`config.mk`:
```
export PLATFORM = sky130hd
export DESIGN_NAME = rijm_ctrl
export DESIGN_NICKNAME = d
export VERILOG_FILES = /design/src/rtl/rijm_pkg.sv /design/src/rtl/rijm_ctrl.sv
export VERILOG_INCLUDE_DIRS = /design/src /design/src/rtl
export SDC_FILE = /design/constraint.sdc
export NUM_CORES = 1
export LEC_CHECK = 0
export ABC_AREA = 1
export BUFFER_PORTS_ARGS = -buffer_cell sky130_fd_sc_hd__buf_2
export CAP_MARGIN = 15
export CORE_ASPECT_RATIO = 0.6
export CORE_MARGIN = 5
export CORE_UTILIZATION = 49
export CTS_CLUSTER_DIAMETER = 100
export DETAILED_ROUTE_END_ITERATION = 10
export PLACE_DENSITY = 0.75
export SYNTH_ARGS = -nofsm -noshare
export SYNTH_HDL_FRONTEND = slang
export SYNTH_SLANG_ARGS = --single-unit
```
`constraint.sdc`:
```
create_clock -name clk -period 1.87 [get_ports clk]
set_input_delay 0.374 -clock clk [delete_from_list [all_inputs] [get_ports clk]]
set_output_delay 0.374 -clock clk [all_outputs]
set_load 0.1 [all_outputs]
```
`src/rtl/rotation_invariant_jet_matcher_assert.svh`:
```
// Assertion macros shared by the jet matcher RTL.
`ifndef ROTATION_INVARIANT_JET_MATCHER_ASSERT_SVH
`define ROTATION_INVARIANT_JET_MATCHER_ASSERT_SVH
`ifndef SYNTHESIS
`define RIJM_ASSERT_NEVER(lbl, cond) \
  lbl: assert property (@(posedge clk) disable iff (!rst_n) !(cond)) \
    else $error("assertion failed: condition must never hold");
`define RIJM_ASSERT_IMPLY(lbl, ante, cons) \
  lbl: assert property (@(posedge clk) disable iff (!rst_n) (ante) |-> (cons)) \
    else $error("assertion failed: same-cycle implication");
`define RIJM_ASSERT_NEXT(lbl, ante, cons) \
  lbl: assert property (@(posedge clk) disable iff (!rst_n) (ante) |=> (cons)) \
    else $error("assertion failed: next-cycle implication");
`else
`define RIJM_ASSERT_NEVER(lbl, cond)
`define RIJM_ASSERT_IMPLY(lbl, ante, cons)
`define RIJM_ASSERT_NEXT(lbl, ante, cons)
`endif
`endif

```
`src/rtl/rijm_pkg.sv`:
```
// Types and constants shared by the jet matcher modules.
`timescale 1ns / 1ps
package rijm_pkg;
  localparam logic [1:0] OP_WR_REF = 2'd0;
  localparam logic [1:0] OP_WR_QRY = 2'd1;
  localparam logic [1:0] OP_MATCH  = 2'd2;

  localparam logic [1:0] RS_WRITTEN  = 2'd0;
  localparam logic [1:0] RS_FULL     = 2'd1;
  localparam logic [1:0] RS_MATCH    = 2'd2;
  localparam logic [1:0] RS_NO_MATCH = 2'd3;

  localparam int Q_FRAC    = 15;
  localparam int SQ_STEPS  = 16;
  localparam int MUL_DIGIT = 8;

  typedef struct packed {
    logic [1:0]         op;
    logic [1:0]         scale_index;
    logic [2:0]         orient_index;
    logic signed [15:0] value;
    logic               last;
  } in_item_t;

  typedef struct packed {
    logic [1:0]  status;
    logic [3:0]  best_entry;
    logic [15:0] best_score;
    logic [4:0]  entry_count;
  } out_item_t;

  typedef struct packed {
    logic item_acc;
    logic clr_acc;
    logic rd_en;
    logic mul_start;
    logic mul_step;
    logic sq_start;
    logic sq_step;
    logic score;
    logic clr_best;
    logic load_match;
  } dp_cmd_t;

  typedef struct packed {
    logic worthy;
    logic out_valid;
    logic no_entries;
    logic last_entry;
  } dp_stat_t;
endpackage

```
`src/rtl/rijm_ctrl.sv`:
```
// Sequencer for the jet matcher: loops over entries, shifts and elements.
`timescale 1ns / 1ps
`include "rotation_invariant_jet_matcher_assert.svh"
module rijm_ctrl #(
  parameter int SCALES  = 4,
  parameter int ORIENTS = 8,
  parameter int ENTRIES = 16,
  localparam int JET = SCALES * ORIENTS,
  localparam int NW  = 31 + $clog2(JET),
  localparam int EW  = (ENTRIES > 1) ? $clog2(ENTRIES) : 1,
  localparam int SW  = (SCALES > 1) ? $clog2(SCALES) : 1,
  localparam int OW  = $clog2(ORIENTS)
) (
  input  logic               clk,
  input  logic               rst_n,
  input  logic               in_valid,
  input  logic [1:0]         in_op,
  output logic               in_stall,
  input  logic               out_stall,
  input  rijm_pkg::dp_stat_t stat,
  output rijm_pkg::dp_cmd_t  cmd,
  output logic [EW-1:0]      e_idx,
  output logic [OW-1:0]      t_idx,
  output logic [SW-1:0]      s_idx,
  output logic [OW-1:0]      j_idx
);
  import rijm_pkg::*;

  localparam int MSTEPS     = (NW + MUL_DIGIT - 1) / MUL_DIGIT;
  localparam int DRAIN_LAST = 2;

  localparam logic [2:0] S_IDLE  = 3'd0;
  localparam logic [2:0] S_ACC   = 3'd1;
  localparam logic [2:0] S_DRAIN = 3'd2;
  localparam logic [2:0] S_MUL   = 3'd3;
  localparam logic [2:0] S_SQI   = 3'd4;
  localparam logic [2:0] S_SQRT  = 3'd5;
  localparam logic [2:0] S_SCORE = 3'd6;
  localparam logic [2:0] S_DONE  = 3'd7;

  logic [2:0]    state_r, state_nxt;
  logic [EW-1:0] e_r, e_nxt;
  logic [OW-1:0] t_r, t_nxt;
  logic [SW-1:0] s_r, s_nxt;
  logic [OW-1:0] j_r, j_nxt;
  logic [3:0]    cnt_r, cnt_nxt;
  logic          out_busy;
  logic          accept;
  logic          advance;

  assign out_busy = stat.out_valid & out_stall;
  assign in_stall = (state_r != S_IDLE) | out_busy;
  assign accept   = in_valid & ~in_stall;

  always_comb begin
    state_nxt    = state_r;
    e_nxt        = e_r;
    t_nxt        = t_r;
    s_nxt        = s_r;
    j_nxt        = j_r;
    cnt_nxt      = cnt_r;
    advance      = 1'b0;
    cmd          = '0;
    cmd.item_acc = accept;
    case (state_r)
      S_IDLE: begin
        if (accept && in_op == OP_MATCH) begin
          cmd.clr_best = 1'b1;
          e_nxt        = '0;
          t_nxt        = '0;
          s_nxt        = '0;
          j_nxt        = '0;
          if (stat.no_entries) begin
            state_nxt = S_DONE;
          end else begin
            cmd.clr_acc = 1'b1;
            state_nxt   = S_ACC;
          end
        end
      end
      S_ACC: begin
        cmd.rd_en = 1'b1;
        if (j_r == OW'(ORIENTS - 1)) begin
          j_nxt = '0;
          if (s_r == SW'(SCALES - 1)) begin
            s_nxt     = '0;
            cnt_nxt   = '0;
            state_nxt = S_DRAIN;
          end else begin
            s_nxt = s_r + 1'b1;
          end
        end else begin
          j_nxt = j_r + 1'b1;
        end
      end
      S_DRAIN: begin
        cnt_nxt = cnt_r + 1'b1;
        if (cnt_r == 4'(DRAIN_LAST)) begin
          cnt_nxt = '0;
          if (stat.worthy) begin
            cmd.mul_start = 1'b1;
            state_nxt     = S_MUL;
          end else begin
            advance = 1'b1;
          end
        end
      end
      S_MUL: begin
        cmd.mul_step = 1'b1;
        cnt_nxt      = cnt_r + 1'b1;
        if (cnt_r == 4'(MSTEPS - 1)) begin
          state_nxt = S_SQI;
        end
      end
      S_SQI: begin
        cmd.sq_start = 1'b1;
        cnt_nxt      = '0;
        state_nxt    = S_SQRT;
      end
      S_SQRT: begin
        cmd.sq_step = 1'b1;
        cnt_nxt     = cnt_r + 1'b1;
        if (cnt_r == 4'(SQ_STEPS - 1)) begin
          state_nxt = S_SCORE;
        end
      end
      S_SCORE: begin
        cmd.score = 1'b1;
        advance   = 1'b1;
      end
      S_DONE: begin
        if (!out_busy) begin
          cmd.load_match = 1'b1;
          state_nxt      = S_IDLE;
        end
      end
      default: begin
        state_nxt = S_IDLE;
      end
    endcase

    if (advance) begin
      if (t_r == OW'(ORIENTS - 1)) begin
        t_nxt = '0;
        if (stat.last_entry) begin
          state_nxt = S_DONE;
        end else begin
          e_nxt       = e_r + 1'b1;
          cmd.clr_acc = 1'b1;
          state_nxt   = S_ACC;
        end
      end else begin
        t_nxt       = t_r + 1'b1;
        cmd.clr_acc = 1'b1;
        state_nxt   = S_ACC;
      end
    end
  end

  always_ff @(posedge clk) begin
    if (!rst_n) begin
      state_r <= S_IDLE;
      e_r     <= '0;
      t_r     <= '0;
      s_r     <= '0;
      j_r     <= '0;
      cnt_r   <= '0;
    end else begin
      state_r <= state_nxt;
      e_r     <= e_nxt;
      t_r     <= t_nxt;
      s_r     <= s_nxt;
      j_r     <= j_nxt;
      cnt_r   <= cnt_nxt;
    end
  end

  assign e_idx = e_r;
  assign t_idx = t_r;
  assign s_idx = s_r;
  assign j_idx = j_r;

  `RIJM_ASSERT_NEVER(a_mul_unworthy, cmd.mul_start && !stat.worthy)
  `RIJM_ASSERT_NEXT(a_done_idle, state_r == S_DONE && !out_busy, state_r == S_IDLE)
  `RIJM_ASSERT_NEVER(a_orient_range, 32'(t_r) >= ORIENTS || 32'(j_r) >= ORIENTS)
endmodule

```
## Word-level counts from Yosys, hierarchy flattened

Cells that the tools add are included.

| word-level totals | value |
|---|---|
| flip-flop bits (word level) | 19 |
| bits of input ports | 10 |
| output and inout bits | 23 |
| logic and storage cells | 107 |

| operators by class | value |
|---|---|
| add/subtract/negate cells | 5 |
| eq/ne operators | 25 |
| multiplexer cells | 53 |
| bitwise gates (word level) | 4 |
| reductions and logical operators | 14 |

Operators by type and width:

| kind | count |
|---|---|
| 3-bit two-way mux | 17 |
| 4-bit two-way mux | 8 |
| 3-bit != test (second input constant) | 8 |
| 3-bit one-hot mux with 7 select lines | 1 |
| 1-bit two-way mux | 20 |
| 3-bit equality test (second input constant) | 6 |
| 4-bit one-hot mux with 4 select lines | 1 |
| 9-bit AND reduction | 1 |
| 4-bit by 1-bit adder with 4-bit output (second input constant) | 2 |
| 8-bit nonzero test | 1 |
| 3-bit by 1-bit adder with 3-bit output (second input constant) | 2 |
| 3-bit by 2-bit equality test with 1-bit output (second input constant) | 2 |
| 2-bit two-way mux | 3 |
| 2-bit != test (second input constant) | 3 |
| 3-bit one-hot mux with 2 select lines | 1 |
| 3-bit AND reduction | 2 |
| 2-bit nonzero test | 3 |
| 2-bit equality test (second input constant) | 2 |
| 4-bit by 2-bit equality test with 1-bit output (second input constant) | 1 |
| 4-bit by 3-bit equality test with 1-bit output (second input constant) | 1 |
| 4-bit equality test (second input constant) | 1 |
| 2-bit one-hot mux with 2 select lines | 1 |
| 2-bit AND reduction | 2 |
| 4-bit nonzero test | 1 |
| other kinds (10) | 11 |

## Longest topological paths before layout

| depth | value |
|---|---|
| depth after elaboration | 10 |
| depth in mapped cells | 13 |
| depth with buffers taken out | 13 |

## Worst setup path before layout

OpenSTA, ideal clock, no wires.

| timing | value |
|---|---|
| kind | register -> output |
| start | register state_r[2] |
| end | output port cmd[8] (netlist name) |
| arrival | 3.739 ns |
| required time | 1.496 ns |
| path slack | -2.243 ns |
| stages on the path, launching flop included | 6 |
| buffers on the path | 0 |
| cell sequence | dfxtp_1 inv_2 nand4_2 nor2_2 nand2_2 o21ai_0 |

RTL lines:

| item | line | text |
|---|---|---|
| start, declared | rijm_ctrl.sv:41 | `logic [2:0] state_r, state_nxt;` |
| start signal, assigned | rijm_ctrl.sv:169 | `state_r <= state_nxt;` |
| end, declared | rijm_ctrl.sv:21 | `output rijm_pkg::dp_cmd_t cmd,` |

==> insert_results.sql <==
INSERT INTO impl_metrics (metric_group, metric, value, unit) VALUES
('timing', 'setup_viol', '0', ''),
('synthesis', 'synth-warning-count', '0', ''),
('worst_setup_path', 'critPathMaxStageDelay', '0.34', 'ns'),
('final_layout', 'multi_input_gate_area', '903', 'sq um'),
('status', 'run_status', 'finished clean', ''),
('power', 'ir_drop', '713', 'uV'),
('clock_network', 'clock_pin_slew_on_the_worst_setup_and_hold_paths', '0.07', 'ns'),
('global_route', 'global_route.overflow_total', '0', ''),
('worst_setup_path', 'path_class', 'flip-flop to output port', ''),
('worst_setup_path', 'critical_path.max_fanout', '3', ''),
('synthesis', 'synth_area_leaders', 'sky130_fd_sc_hd__dfxtp_1 (30%), sky130_fd_sc_hd__nand2_1 (17%), sky130_fd_sc_hd__ha_1 (8.9%)', ''),
('global_route', 'grt_util_all_layers', '0.207', ''),
('worst_setup_path', 'crit_path_start_kind', 'flip-flop', ''),
('drt', 'dr.first_iter.drc_count', '123', ''),
('floorplan', 'initial_core_util', '0.506', ''),
('placement', 'detailed_place.area', '1700', 'sq um'),
('floorplan', 'core_ar', '2490', 'sq um'),
('floorplan', 'io-pin-count', '33', ''),
('worst_setup_path', 'critPathRequiredTime', '1.50', 'ns'),
('timing', 'fin_hold_ws', '0.436', 'ns'),
('timing', 'maxClockFrequency', '551', 'MHz'),
('timing', 'max_slew_margin', '0.674', ''),
('synthesis', 'postSynthRegisterBits', '19', ''),
('final_layout', 'fillers', '172', ''),
('run', 'timing.max_cap.violations', '0', ''),
('global_route', 'initial_antenna_violation_count', '0', ''),
('worst_setup_path', 'critical_path_buf_inv_count', '2', ''),
('synthesis', 'postSynthAreaPerCell', '6.59', 'sq um'),
('synthesis', 'syn-cell-area', '1260', 'sq um'),
('drt', 'wl_per_cell', '14.0', 'um'),
('drt', 'dr.pass1.iters', '4', ''),
('worst_setup_path', 'family_with_the_most_delay_on_the_worst_path', 'flip-flops', ''),
('final_layout', 'layout.cells.most_common_list', 'sky130_fd_sc_hd__nand2_1 (50), sky130_fd_sc_hd__buf_2 (22), sky130_fd_sc_hd__buf_4 (18), sky130_fd_sc_hd__inv_1 (17), sky130_fd_sc_hd__a21oi_1 (17)', ''),
('timing', 'worst-slew-pin-transition', '0.492', 'ns'),
('synthesis', 'netlist.top_cell.by_area', 'sky130_fd_sc_hd__dfxtp_1', ''),
('final_layout', 'drive_gt1_frac', '0.430', ''),
('floorplan', 'placement_row_count', '14', ''),
('power', 'power.share.switching', '0.535', ''),
('timing', 'finalHoldViolCount', '0', ''),
('worst_setup_path', 'cp_common_cell', 'sky130_fd_sc_hd__nand2_2', ''),
('final_layout', 'finalInstanceArea', '1950', 'sq um'),
('clock_network', 'root_buffer', 'sky130_fd_sc_hd__clkbuf_8', ''),
('global_route', 'largest_net_degree_at_the_start_of_global_routing', '13', ''),
('power', 'comb_power_share', '0.665', ''),
('clock_network', 'latest_clock_arrival_within_the_worst_skew_pair', '0.26', 'ns'),
('synthesis', 'synth_top_area_share', '0.302', ''),
('timing', 'worst_clock_skew', '0.00376', 'ns'),
('drt', 'wl', '3830', 'um'),
('clock_network', 'cts_inserted_buffers', '3', ''),
('power', 'p_int', '1.18', 'mW'),
('timing', 'layout_min_cycle_time', '1.81', 'ns'),
('placement', 'port_buffers', '32', ''),
('clock_network', 'number_of_buffers_between_clock_root_and_the_deepest_sink', '2', ''),
('synthesis', 'synth_cell_type_count', '26', ''),
('clock_network', 'cts-hold-fix-buffers', '0', ''),
('clock_network', 'cts_tree', 'done', ''),
('global_route', 'grt_first_pass_wirelength', '6040', 'um'),
('timing', 'post-route-worst-setup-slack', '0.0552', 'ns'),
('clock_network', 'h-tree-depth', '1', ''),
('power', 'p_leak', '0.953', 'nW'),
('floorplan', 'total_die_area', '3720', 'sq um'),
('synthesis', 'synthCells', '191', ''),
('placement', 'place.detailed.hpwl', '2700', 'um'),
('worst_setup_path', 'cpMaxStageDelayCell', 'sky130_fd_sc_hd__dfxtp_2', ''),
('final_layout', 'final-seq-area', '405', 'sq um'),
('clock_network', 'cts.sink_count', '19', ''),
('drt', 'vias', '1439', ''),
('global_route', 'grt_pass1_vias', '1336', ''),
('worst_setup_path', 'reg2regPathDepth', '14', ''),
('hold_path', 'min_delay_worst_type', 'input pin to flip-flop', ''),
('power', 'clock_power_share', '0.114', '');
-- cells by family after synthesis --
group           after synthesis  synth area share
compound gates               29             0.131
xor+xnor                      2            0.0139
fa+ha+maj                     9            0.0895
buf+inv                      27            0.0865
flops                        19             0.302
simple gates                105             0.377
-- state kept, by name (all words and copies together), names as in the netlist --
| name | cells |
|---|---|
| j_idx | 3 |
| cnt_r | 4 |
| s_idx | 2 |
| e_idx | 4 |
| state_r | 3 |
| t_idx | 3 |
-- worst paths after layout --
| check | end | slack, ns | from |
|---|---|---|---|
| hold / removal | e_idx[0] | 0.44 | rst_n |
| setup / recovery | cmd[8] | 0.06 | cnt_r[0] |
| setup reg to reg | cnt_r[2] | 0.19 | state_r[1] |
| hold reg to reg | j_idx[1] | 0.47 | j_idx[1] |
-- worst reg2reg max path: cells and delay by family (launching register included) --
kind | cells | cell delay [ns]
buffers and inverters | 5 | 0.44
DFF | 1 | 0.38
and+or+nand+nor | 9 | 0.82
-- power by group through the flow --
| stage | Sequential, mW | Clock [mW] | Combinational, mW |
|---|---|---|---|
| after floorplan | 0.640 | 0 | 1.06 |
| after CTS | 0.573 | 0.296 | 1.55 |
| after detailed placement | 0.568 | 0 | 1.49 |
| after global placement | 0.569 | 0 | 1.45 |
| final | 0.561 | 0.290 | 1.69 |
| after global routing | 0.569 | 0.319 | 1.80 |
-- metal layers --
| metal | vias to the layer above | wire length (um) | GRT usage |
|---|---|---|---|
| li1 | 715 | - | - |
| met1 | 664 | 1550 | 0.254 |
| met2 | 48 | 1980 | 0.355 |
| met3 | 12 | 224 | 0.0535 |
| met4 | 0 | 78 | 0.0523 |
| met5 | - | 0 | 0 |
-- cell usage after synthesis --
| master | count |
|---|---|
| sky130_fd_sc_hd__nor2_1 | 21 |
| sky130_fd_sc_hd__nand2_2 | 3 |
| sky130_fd_sc_hd__o211ai_1 | 1 |
| sky130_fd_sc_hd__buf_4 | 2 |
| sky130_fd_sc_hd__nand3_2 | 2 |
| sky130_fd_sc_hd__nand4_2 | 1 |
| sky130_fd_sc_hd__inv_2 | 6 |
| sky130_fd_sc_hd__a21oi_1 | 17 |
| sky130_fd_sc_hd__o21ai_2 | 3 |
| sky130_fd_sc_hd__nor2_4 | 1 |
| sky130_fd_sc_hd__dfxtp_1 | 19 |
| sky130_fd_sc_hd__inv_1 | 18 |
| sky130_fd_sc_hd__nand3_1 | 13 |
| sky130_fd_sc_hd__o21ai_0 | 4 |
| sky130_fd_sc_hd__ha_1 | 9 |
| sky130_fd_sc_hd__xor2_1 | 2 |
| sky130_fd_sc_hd__nand2_1 | 56 |
| sky130_fd_sc_hd__clkbuf_1 | 1 |
| sky130_fd_sc_hd__nand2_4 | 1 |
| sky130_fd_sc_hd__o21bai_1 | 2 |
| sky130_fd_sc_hd__a31oi_1 | 1 |
| sky130_fd_sc_hd__o21ai_1 | 1 |
| sky130_fd_sc_hd__nor3_1 | 1 |
| sky130_fd_sc_hd__nor2_2 | 4 |
| sky130_fd_sc_hd__nor3_2 | 1 |
| sky130_fd_sc_hd__nand4_1 | 1 |
-- timing repair --
action	in CTS	in global routing
endpoints found under the setup margin	4	2
pin swaps	5	6
gates resized for setup	15	10
buffers inserted	5	11
-- final cells by class --
type                    count  share of cell area
multi-input cells         145               0.464
repair buffers             50               0.229
flip-flops and latches     19               0.208
well taps                  32              0.0206
clock buffers               4              0.0231
inverters                  24              0.0553
-- metrics by stage --
step	setup TNS, ns	cells	power [mW]	utilization
after global placement	0	254	2.02	0.684
after floorplan	-2.01	191	1.70	-
final	0	274	2.54	0.783
after CTS	0	263	2.42	0.734
after global routing	-0.0119	274	2.69	0.783
after detailed placement	0	254	2.06	0.684
Note: power is estimated with default switching activity, not from simulation.
